<file path="src/hdl/mlr_pkg.sv">
// Shared widths, request codes and slope classes of the midpoint line rasteriser
`timescale 1ns / 1ps

package mlr_pkg;

   // coordinate width and derived widths
   localparam int COORD_W    = 11;
   localparam int DELTA_W    = COORD_W + 1;
   localparam int DEC_W      = COORD_W + 4;
   localparam int REQ_DATA_W = ((4 * COORD_W + 7) / 8) * 8;
   localparam int RSP_DATA_W = ((2 * COORD_W + 7) / 8) * 8;

   // request kinds carried in req_tuser
   typedef enum logic {
      REQ_START = 1'b0,
      REQ_NEXT  = 1'b1
   } req_kind_type;

   // stepping classes of a line
   typedef enum logic [2:0] {
      CLS_VERT       = 3'd0,
      CLS_HORZ       = 3'd1,
      CLS_SHALLOW_UP = 3'd2,   // slope in (0,1]
      CLS_STEEP_UP   = 3'd3,   // slope above 1
      CLS_STEEP_DN   = 3'd4,   // slope below -1
      CLS_SHALLOW_DN = 3'd5    // slope in [-1,0)
   } slope_class_type;

endpackage

</file>
<file path="src/hdl/midpoint_line_rasterizer_top.sv">
// Midpoint line rasteriser: one pixel per transaction, top level
`timescale 1ns / 1ps

// A start transaction (req_tuser = 0) carries both endpoints and returns the
// first pixel; each next transaction (req_tuser = 1) returns one further pixel,
// with rsp_tlast on the final endpoint, after which the block is idle. A next
// transaction while idle is consumed and returns nothing; a start while a line
// is running abandons it. The decision variable update and pixel step are
// combinational, between the stepping state registers and the result register,
// so a transaction can be accepted every cycle while req_tready is high, and
// the pixel appears on rsp in the cycle after acceptance. req_tready stays high
// while the result register is empty or being drained.
module midpoint_line_rasterizer_top import mlr_pkg::*; (
   input  logic                  clock,
   input  logic                  reset,
   input  logic                  req_tvalid,
   output logic                  req_tready,
   // [0:0] req_type
   input  logic                  req_tuser,
   // [COORD_W-1:0] x_start, then y_start, x_end, y_end, zero padded
   input  logic [REQ_DATA_W-1:0] req_tdata,
   output logic                  rsp_tvalid,
   input  logic                  rsp_tready,
   // [COORD_W-1:0] pixel_x, then pixel_y, zero padded
   output logic [RSP_DATA_W-1:0] rsp_tdata,
   // last_pixel
   output logic                  rsp_tlast
);

   // stepping state
   logic [COORD_W-1:0]        cur_x_ff, cur_x_in;
   logic [COORD_W-1:0]        cur_y_ff, cur_y_in;
   logic [COORD_W-1:0]        stop_ff, stop_in;
   logic signed [DELTA_W-1:0] dy_ff, dy_in;
   logic signed [DELTA_W-1:0] dxn_ff, dxn_in;
   logic signed [DEC_W-1:0]   dec_ff, dec_in;
   slope_class_type           cls_ff, cls_in;
   logic                      active_ff, active_in;

   // result register
   logic                      rsp_valid_ff, rsp_valid_in;
   logic [COORD_W-1:0]        pix_x_ff, pix_y_ff;
   logic                      last_ff;

   logic                      req_take;
   logic                      emit;
   logic                      last;

   // endpoint unpacking
   logic [COORD_W-1:0] xs, ys, xe, ye;
   logic [COORD_W-1:0] x1, y1, x2, y2;
   logic               swap;
   logic signed [DELTA_W-1:0] dy_new, dxn_new, adx_new;
   logic signed [DEC_W-1:0]   a_new, b_new;
   logic signed [DEC_W-1:0]   a_cur, b_cur;

   assign xs = req_tdata[COORD_W-1:0];
   assign ys = req_tdata[2*COORD_W-1:COORD_W];
   assign xe = req_tdata[3*COORD_W-1:2*COORD_W];
   assign ye = req_tdata[4*COORD_W-1:3*COORD_W];

   // handshake: take a transaction whenever the result slot is free or draining
   assign req_tready = !rsp_valid_ff || rsp_tready;
   assign req_take   = req_tvalid && req_tready;

   // reorder sloped lines so they run upward, and form the deltas
   assign swap    = ye < ys;
   assign x1      = swap ? xe : xs;
   assign y1      = swap ? ye : ys;
   assign x2      = swap ? xs : xe;
   assign y2      = swap ? ys : ye;
   assign dy_new  = $signed({1'b0, y2}) - $signed({1'b0, y1});
   assign dxn_new = $signed({1'b0, x1}) - $signed({1'b0, x2});
   assign adx_new = dxn_new[DELTA_W-1] ? -dxn_new : dxn_new;
   assign a_new   = DEC_W'(dy_new);
   assign b_new   = DEC_W'(dxn_new);
   assign a_cur   = DEC_W'(dy_ff);
   assign b_cur   = DEC_W'(dxn_ff);

   // line set-up and pixel stepping
   always_comb begin
      cur_x_in  = cur_x_ff;
      cur_y_in  = cur_y_ff;
      stop_in   = stop_ff;
      dy_in     = dy_ff;
      dxn_in    = dxn_ff;
      dec_in    = dec_ff;
      cls_in    = cls_ff;
      active_in = active_ff;
      emit      = 1'b0;
      last      = 1'b0;
      if (req_tuser == REQ_START) begin
         emit = 1'b1;
         if (xs == xe) begin
            cls_in   = CLS_VERT;
            cur_x_in = xs;
            cur_y_in = (ys <= ye) ? ys : ye;
            stop_in  = (ys <= ye) ? ye : ys;
            last     = (ys == ye);
         end else if (ys == ye) begin
            cls_in   = CLS_HORZ;
            cur_y_in = ys;
            cur_x_in = (xs <= xe) ? xs : xe;
            stop_in  = (xs <= xe) ? xe : xs;
            last     = 1'b0;
         end else begin
            cur_x_in = x1;
            cur_y_in = y1;
            dy_in    = dy_new;
            dxn_in   = dxn_new;
            if (dxn_new[DELTA_W-1]) begin
               if (dy_new <= adx_new) begin
                  cls_in  = CLS_SHALLOW_UP;
                  dec_in  = a_new + a_new + b_new;
                  stop_in = x2;
               end else begin
                  cls_in  = CLS_STEEP_UP;
                  dec_in  = -(b_new + b_new) - a_new;
                  stop_in = y2;
               end
            end else begin
               if (dy_new > adx_new) begin
                  cls_in  = CLS_STEEP_DN;
                  dec_in  = b_new + b_new - a_new;
                  stop_in = y2;
               end else begin
                  cls_in  = CLS_SHALLOW_DN;
                  dec_in  = b_new - (a_new + a_new);
                  stop_in = x2;
               end
            end
         end
         active_in = !last;
      end else if (active_ff) begin
         emit = 1'b1;
         case (cls_ff)
            CLS_VERT: begin
               cur_y_in = cur_y_ff + 1'b1;
               last     = (cur_y_in == stop_ff);
            end
            CLS_HORZ: begin
               cur_x_in = cur_x_ff + 1'b1;
               last     = (cur_x_in == stop_ff);
            end
            CLS_SHALLOW_UP: begin
               cur_x_in = cur_x_ff + 1'b1;
               if (dec_ff <= 0) begin
                  dec_in = dec_ff + a_cur + a_cur;
               end else begin
                  cur_y_in = cur_y_ff + 1'b1;
                  dec_in   = dec_ff + a_cur + a_cur + b_cur + b_cur;
               end
               last = (cur_x_in == stop_ff);
            end
            CLS_STEEP_UP: begin
               cur_y_in = cur_y_ff + 1'b1;
               if (dec_ff <= 0) begin
                  dec_in = dec_ff - (b_cur + b_cur);
               end else begin
                  cur_x_in = cur_x_ff + 1'b1;
                  dec_in   = dec_ff - (a_cur + a_cur + b_cur + b_cur);
               end
               last = (cur_y_in == stop_ff);
            end
            CLS_STEEP_DN: begin
               cur_y_in = cur_y_ff + 1'b1;
               if (dec_ff <= 0) begin
                  dec_in = dec_ff + b_cur + b_cur;
               end else begin
                  cur_x_in = cur_x_ff - 1'b1;
                  dec_in   = dec_ff + b_cur + b_cur - (a_cur + a_cur);
               end
               last = (cur_y_in == stop_ff);
            end
            default: begin
               // shallow downward slope; a tie takes the straight west step
               cur_x_in = cur_x_ff - 1'b1;
               if (dec_ff >= 0) begin
                  dec_in = dec_ff - (a_cur + a_cur);
               end else begin
                  cur_y_in = cur_y_ff + 1'b1;
                  dec_in   = dec_ff + b_cur + b_cur - (a_cur + a_cur);
               end
               last = (cur_x_in == stop_ff);
            end
         endcase
         active_in = !last;
      end
   end

   // result slot occupancy
   always_comb begin
      rsp_valid_in = rsp_valid_ff;
      if (req_take) begin
         rsp_valid_in = emit;
      end else if (rsp_tready) begin
         rsp_valid_in = 1'b0;
      end
   end

   // control registers
   always_ff @(posedge clock) begin
      if (reset) begin
         active_ff    <= 1'b0;
         cls_ff       <= CLS_VERT;
         rsp_valid_ff <= 1'b0;
      end else begin
         rsp_valid_ff <= rsp_valid_in;
         if (req_take) begin
            active_ff <= active_in;
            cls_ff    <= cls_in;
         end
      end
   end

   // stepping state and result payload
   always_ff @(posedge clock) begin
      if (req_take) begin
         cur_x_ff <= cur_x_in;
         cur_y_ff <= cur_y_in;
         stop_ff  <= stop_in;
         dy_ff    <= dy_in;
         dxn_ff   <= dxn_in;
         dec_ff   <= dec_in;
         if (emit) begin
            pix_x_ff <= cur_x_in;
            pix_y_ff <= cur_y_in;
            last_ff  <= last;
         end
      end
   end

   assign rsp_tvalid = rsp_valid_ff;
   assign rsp_tdata  = RSP_DATA_W'({pix_y_ff, pix_x_ff});
   assign rsp_tlast  = last_ff;

endmodule

</file>
<file path="config.mk">
export PLATFORM = sky130hd
export DESIGN_NAME = midpoint_line_rasterizer_top
export DESIGN_NICKNAME = d
export VERILOG_FILES = /design/src/hdl/mlr_pkg.sv /design/src/hdl/midpoint_line_rasterizer_top.sv
export SDC_FILE = /design/constraint.sdc
export NUM_CORES = 1
export LEC_CHECK = 0
export BUFFER_PORTS_ARGS = -buffer_cell sky130_fd_sc_hd__buf_4
export CELL_PAD_IN_SITES_DETAIL_PLACEMENT = 1
export CELL_PAD_IN_SITES_GLOBAL_PLACEMENT = 1
export CORE_MARGIN = 2
export CORE_UTILIZATION = 29
export DETAILED_ROUTE_END_ITERATION = 16
export MAX_ROUTING_LAYER = met4
export PLACE_DENSITY_LB_ADDON = 0.1
export REMOVE_ABC_BUFFERS = 1
export SLEW_MARGIN = 20
export SYNTH_ARGS = -nofsm -noshare
export SYNTH_HDL_FRONTEND = slang
export SYNTH_SLANG_ARGS = --single-unit
</file>
<file path="constraint.sdc">
create_clock -name clock -period 7.1 [get_ports clock]
set_input_delay 0.71 -clock clock [delete_from_list [all_inputs] [get_ports clock]]
set_output_delay 0.71 -clock clock [all_outputs]
set_load 0.02 [all_outputs]
</file>
==> results of run 1 <==
-- worst min-delay path, delay by kind of cell, from the launching register on --
kind,cells,cell delay (ps)
flops,1,330
simple gates,1,110
compound gates,1,70
-- cell families (layout without fill, tap and decap cells) --
kind of cell | after synthesis | in the layout | synth area share
compound gates | 663 | 663 | 0.275
flops | 100 | 100 | 0.188
buf+inv | 244 | 301 | 0.0599
mux | 31 | 31 | 0.0207
other cells | 1 | 3 | 0.000239
xor+xnor | 175 | 175 | 0.0977
simple gates | 596 | 596 | 0.177
fa+ha+maj | 217 | 217 | 0.182
-- worst max-delay path by stage --
stage | from | to | slack (ps)
floorplan | req_tdata[42] | dec_ff[14]$_DFFE_PP_ | -670
global placement | req_tdata[37] | dec_ff[14]$_DFFE_PP_ | 190
detailed placement | req_tdata[39] | dec_ff[14]$_DFFE_PP_ | 80
CTS | req_tdata[37] | dec_ff[14]$_DFFE_PP_ | 450
global route | req_tdata[41] | stop_ff[4]$_DFFE_PP_ | 20
finish | req_tdata[41] | dec_ff[14]$_DFFE_PP_ | 620
-- power by group --
part / leakage [nW] / switching [W] / internal, W / total [W]
clock network: 0.152 / 0.000278 / 0.000255 / 0.000533
registers: 0.936 / 0.0000824 / 0.000752 / 0.000834
logic: 6.14 / 0.00227 / 0.00154 / 0.00381
-- metal layers --
layer,GRT usage,vias up,part of all wire
li1,-,7467,-
met1,0.323,7526,0.52
met2,0.348,183,0.44
met3,0.0178,33,0.026
met4,0.0453,0,0.014
met5,-,-,0
-- metrics by stage --
stage	std cells	hold WS, ps	power (W)	utilization	setup TNS, ps
6_report	2782	551	0.00518	0.328	0
5_1_grt	2782	551	0.00567	0.328	0
4_1_cts	2781	535	0.00520	0.328	0
3_5_place_dp	2765	532	0.00463	0.322	0
3_3_place_gp	2765	518	0.00456	0.322	0
2_1_floorplan	1936	644	0.00351	-	-4900
-- flip-flops by register name (all words and copies together), names as in the netlist --
register	flops
active_ff	1
cls_ff	3
cur_x_ff	11
cur_y_ff	11
dec_ff	15
dxn_ff	12
dy_ff	12
pix_x_ff	11
pix_y_ff	11
rsp_tlast	1
rsp_tvalid	1
stop_ff	11
-- Yosys cell counts (5+ instances only) --
cell type,number
o21ai_0,136
nand4_1,13
a211oi_1,36
or3_1,21
mux2i_1,29
nand3b_1,5
a21boi_0,12
nor3_1,53
dfxtp_1,5
a21oi_1,186
xnor2_1,127
a21o_1,22
nand3_1,49
and2_1,8
a22oi_1,21
and3_1,8
edfxtp_1,95
a211o_1,5
o221ai_1,10
o21a_1,23
o31a_1,9
buf_2,7
o21ba_2,5
or2_2,10
a31oi_1,22
ha_1,199
nor2_1,214
buf_1,7
inv_1,148
a2111oi_0,9
nand2b_1,20
nor2b_1,32
xor2_1,48
o41ai_1,6
clkbuf_1,74
o31ai_1,13
a221oi_1,16
fa_1,18
o21bai_1,21
nand2_1,138
nor4_1,8
o22ai_1,35
o211ai_1,16
-- area by class of cell --
| class | instances | area, sq um |
|---|---|---|
| Multi-Input combinational cell | 1684 | 11800 |
| Antenna cell | 1 | 2.50 |
| Fill cell | 6536 | 36000 |
| Timing Repair Buffer | 133 | 1020 |
| Clock inverter | 7 | 91.3 |
| Sequential cell | 100 | 2950 |
| Inverter | 152 | 571 |
| Tap cell | 696 | 871 |
| Clock buffer | 9 | 225 |
==> results.yml, run 1 <==
job:
  cap_violations: 0
synthesis:
  synth_warnings: 0
  synth_area_leaders: "edfxtp_1 18%, ha_1 16%, xnor2_1 7.1%"
  synthArstFlopShare: 0
  synthDistinctLibCells: 84
  syn_area_sq_um: 15700
  yosysSeqAreaShare: 0.188
  synth_flop_cell: "edfxtp_1"
  synth-edff-count: 95
  yosysTopAreaCell: "edfxtp_1"
  postSynthCellCount: 2027
  postSynthAreaPerCell_sq_um: 7.74
  synth_top_area_frac: 0.182
  synth-seq-cells: 100
sta:
  min_period_ps: 6480
  finalSetupViolCount: 0
  timing.final.crit_share: 0.912
  drv_slew: 0
  tightestPinTransition_ps: 942
  rsz0062_at_grt: "false"
  fin_ws_ps: 624
  clock_skew_ps: 21.4
  relSlewSlack: 0.356
  finalHoldViolCount: 0
  maxClockFrequency_mhz: 154
cells_and_area:
  nets: 2350
  synthToLayoutAreaGrowth_pct: 12.1
  layout_commonest_cell: "nor2_1"
  finalInstanceArea_sq_um: 17600
  final_cell_mix: "214 x nor2_1, 199 x ha_1, 184 x a21oi_1"
  drive_above_1_share: 0.0916
clock_tree:
  htreeDepth: 3
  worstSkewPairLatency_ps: 390
  cts_hold_buf: 0
  cts_tree: "done"
  cts_buffer_depth: 2
  post_cts_buffers: 0
  root_buffer: "clkbuf_16"
  tritoncts_num_sinks: 100
  cts-buffers-inserted: 9
  worst_setup_hold_path_clk_slew_ps: 80
  ctsResizeCount: 0
worst_setup_path:
  r2r_slack_ps: 1690
  cp.depth: 25
  crit_path_start_kind: "input port"
  slowest_delay_ps: 500
  reg2reg_to: "dec_ff[14]$_DFFE_PP_"
  critPathSlowestCell: "or4_1"
  crit_type: "in2reg"
  worstPathMaxFanout: 9
  cp.required_ps: 7230
  cp-end-kind: "register"
  critPathTopFamily: "compound AO/OA/AOI/OAI gates"
  crit_buf_inv: 4
  r2r_cells: 19
  arrival_ps: 6610
  reg2reg_from: "dxn_ff[1]$_DFFE_PP_"
floorplanning:
  die_w_um: 237
  io_pins: 80
  fp.dieArea_sq_um: 55900
  design.core.area_sq_um: 53600
  die_y_um: 237
  initial_utilization: 0.293
  placement_rows: 85
pwr:
  irDropWorstVdd_mv: 0.118
  p_leak_nw: 7.22
  power_density_nw_per_um2: 295
grt:
  grt_max_degree: 39
  grt_overflow: 0
  antenna_found_initial: 1
  gr-usage-all-layers: 0.226
  grt_pass1_vias: 15672
  grt_pass1_wl_mm: 94.6
detailed_routing:
  drc_errors: 0
  routed_wl_mm: 61.8
  wire_per_inst_um: 22.2
  ant_nets: 0
  vias: 15209
  viasPerCell: 5.47
  dr.pass1.iters: 5
  drtIter0Drc: 861
worst_hold_path:
  hold_class: "reg2reg"
  hp-start: "rsp_tvalid$_SDFFE_PP0P_"
  hold_depth: 2
  whs_endpoint: "rsp_tvalid$_SDFFE_PP0P_"
place:
  place_area_sq_um: 17300
  portBuffers: 73
  hpwl_mm: 50.6
  gp_congestion: 0.855
  pre_cts_ws_ps: 83.8
status:
  status: "complete, no violations"
Note: power is estimated with default switching activity, not from simulation.
==> run 2: changes to the inputs <==
CELL_PAD_IN_SITES_GLOBAL_PLACEMENT = 2   (was 1)
PLACE_DENSITY = 0.74   (was default)
PLACE_DENSITY_LB_ADDON = default   (was 0.1)
RECOVER_POWER = 100   (was default)
==> run 2 against run 1 <==
Effect of this change: die area unchanged; non-clock buffer count is 9 lower; count of clock-buffer cells in the layout unchanged; utilization fell by 0.51 points; largest power group unchanged; sequential cell count unchanged; final cell count fell by 0.36%; worst hold slack got worse by 71 ps; via count increased by 0.45%; the run now ends with max-capacitance violations, max-slew violations left; combinational power fell by 1%.
==> results.yml, run 2 (synthesis gave the netlist of run 1 again) <==
status:
  status: "finished with violations"
  failed_checks: "max-capacitance violations, max-slew violations"
worst_setup_path:
  crit_path_start_kind: "input port"
  r2r_cells: 10
  critPathTopFamily: "compound AO/OA/AOI/OAI gates"
  cp.depth: 30
  r2r_slack_ps: 960
  crit_start: "req_tdata[39]"
  cp_common_cell: "o21ai_0"
  critPathSlowestCell: "a211oi_2"
  cp-end-kind: "register"
  reg2reg_to: "cur_x_ff[3]$_DFFE_PP_"
  cp.required_ps: 7240
  crit_type: "in2reg"
  reg2reg_from: "dec_ff[1]$_DFFE_PP_"
  worstPathMaxFanout: 17
  arrival_ps: 6780
  crit_buf_inv: 4
  slowest_delay_ps: 460
worst_hold_path:
  hp-start: "cls_ff[0]$_SDFFE_PP0P_"
  whs_endpoint: "cls_ff[0]$_SDFFE_PP0P_"
  hold_class: "reg2reg"
  hold_depth: 2
floorplanning:
  placement_rows: 85
  initial_utilization: 0.293
  fp.dieArea_sq_um: 55900
  die_y_um: 237
  io_pins: 80
  die_w_um: 237
  design.core.area_sq_um: 53600
clock_tree:
  tritoncts_num_sinks: 100
  htreeDepth: 3
  cts_buffer_depth: 2
  cts-buffers-inserted: 9
  ctsResizeCount: 0
  worst_setup_hold_path_clk_slew_ps: 80
  root_buffer: "clkbuf_16"
  cts_hold_buf: 0
  cts_tree: "done"
  worstSkewPairLatency_ps: 380
  post_cts_buffers: 0
cells_and_area:
  nets: 2341
  largest_register_ffs: 15
  layout_commonest_cell: "nor2_1"
  top_regs: "dec_ff (15), dxn_ff (12), dy_ff (12)"
  drive_above_1_share: 0.0636
  final_cell_mix: "214 x nor2_1, 199 x ha_1, 186 x a21oi_1"
  final-seq-area_sq_um: 2950
  synthToLayoutAreaGrowth_pct: 10.3
  fin_cells: 2772
  nFillCells: 6590
  largest-register: "dec_ff"
  multi_input_area_sq_um: 11800
  n_antenna_cell: 0
place:
  place_inst: 2756
  gp_congestion: 0.907
  hpwl_mm: 48.6
  portBuffers: 73
detailed_routing:
  viasPerCell: 5.51
  drc_errors: 0
  wire_per_inst_um: 21.5
  dr.pass1.iters: 5
  routed_wl_mm: 59.6
  ant_nets: 0
  drtIter0Drc: 889
  vias: 15278
sta:
  finalHoldViolCount: 0
  min_period_ps: 6630
  drv_slew: 46
  relSlewSlack: -0.628
  clock_skew_ps: 17.6
  rsz0062_at_grt: "false"
  maxClockFrequency_mhz: 151
  timing.final.crit_share: 0.934
  finalSetupViolCount: 0
  tightestPinTransition_ps: 2410
job:
  cap_violations: 2
pwr:
  p_total_w: 0.00515
  p_leak_nw: 7.02
  irDropWorstVdd_mv: 0.151
  power_density_nw_per_um2: 298
grt:
  grt_overflow: 0
  grt_pass1_vias: 15606
  grt_max_degree: 39
  antenna_found_initial: 0
  gr-usage-all-layers: 0.217
  grt_pass1_wl_mm: 92.3
[run 2: cell types whose count changed in the layout (fill, tap and decap cells not counted), sizes merged]
| cell | before | now |
|---|---|---|
| clkinv | 6 | 5 |
| bufinv | 0 | 1 |
| clkbuf | 9 | 55 |
| diode | 1 | 0 |
| buf | 133 | 78 |
[run 2: tightest hold or removal path, cell delays in order, from the launching register on]
cell and delay, ps:
dfxtp_1 330, nand2_1 60, a21oi_1 50
[run 2: final cells by class]
class	instances	area share
clock buffers	9	0.0130
clock inverters	7	0.00542
inverters	152	0.0330
multi-input cells	1684	0.683
flip-flops and latches	100	0.171
well taps	696	0.0503
repair buffers	124	0.0450
[run 2: power breakdown]
part	leakage [nW]	switching, W	internal [W]
clock network	0.158	0.000259	0.000284
registers	0.936	0.0000841	0.000753
logic	5.93	0.00227	0.00150
total	7.02	0.00261	0.00254
[run 2: metrics by stage]
step	utilization	setup WS, ps	setup TNS (ps)	hold slack [ps]	instance area, sq um
CTS	0.326	523	0	477	17500
global placement	0.320	247	0	460	17200
floorplan	-	-673	-4900	644	15300
global route	0.323	65.0	0	497	17300
detailed placement	0.320	150	0	468	17200
finish	0.323	466	0	479	17300
[run 2: metal layers]
metal	GRT usage	wire length, um	vias up	share of wire
met3	0.0110	1740	49	0.029
met2	0.338	26700	261	0.45
met1	0.306	29900	7502	0.50
met4	0.0585	1330	0	0.022
met5	-	0	-	0
li1	-	-	7466	-
[run 2: how the worst max path moves through the flow]
| stage | slack, ps | endpoint |
|---|---|---|
| floorplan | -670 | dec_ff[14]$_DFFE_PP_ |
| global placement | 250 | dec_ff[14]$_DFFE_PP_ |
| detailed placement | 150 | dec_ff[14]$_DFFE_PP_ |
| CTS | 520 | dec_ff[14]$_DFFE_PP_ |
| global route | 60 | stop_ff[5]$_DFFE_PP_ |
| finish | 470 | stop_ff[2]$_DFFE_PP_ |
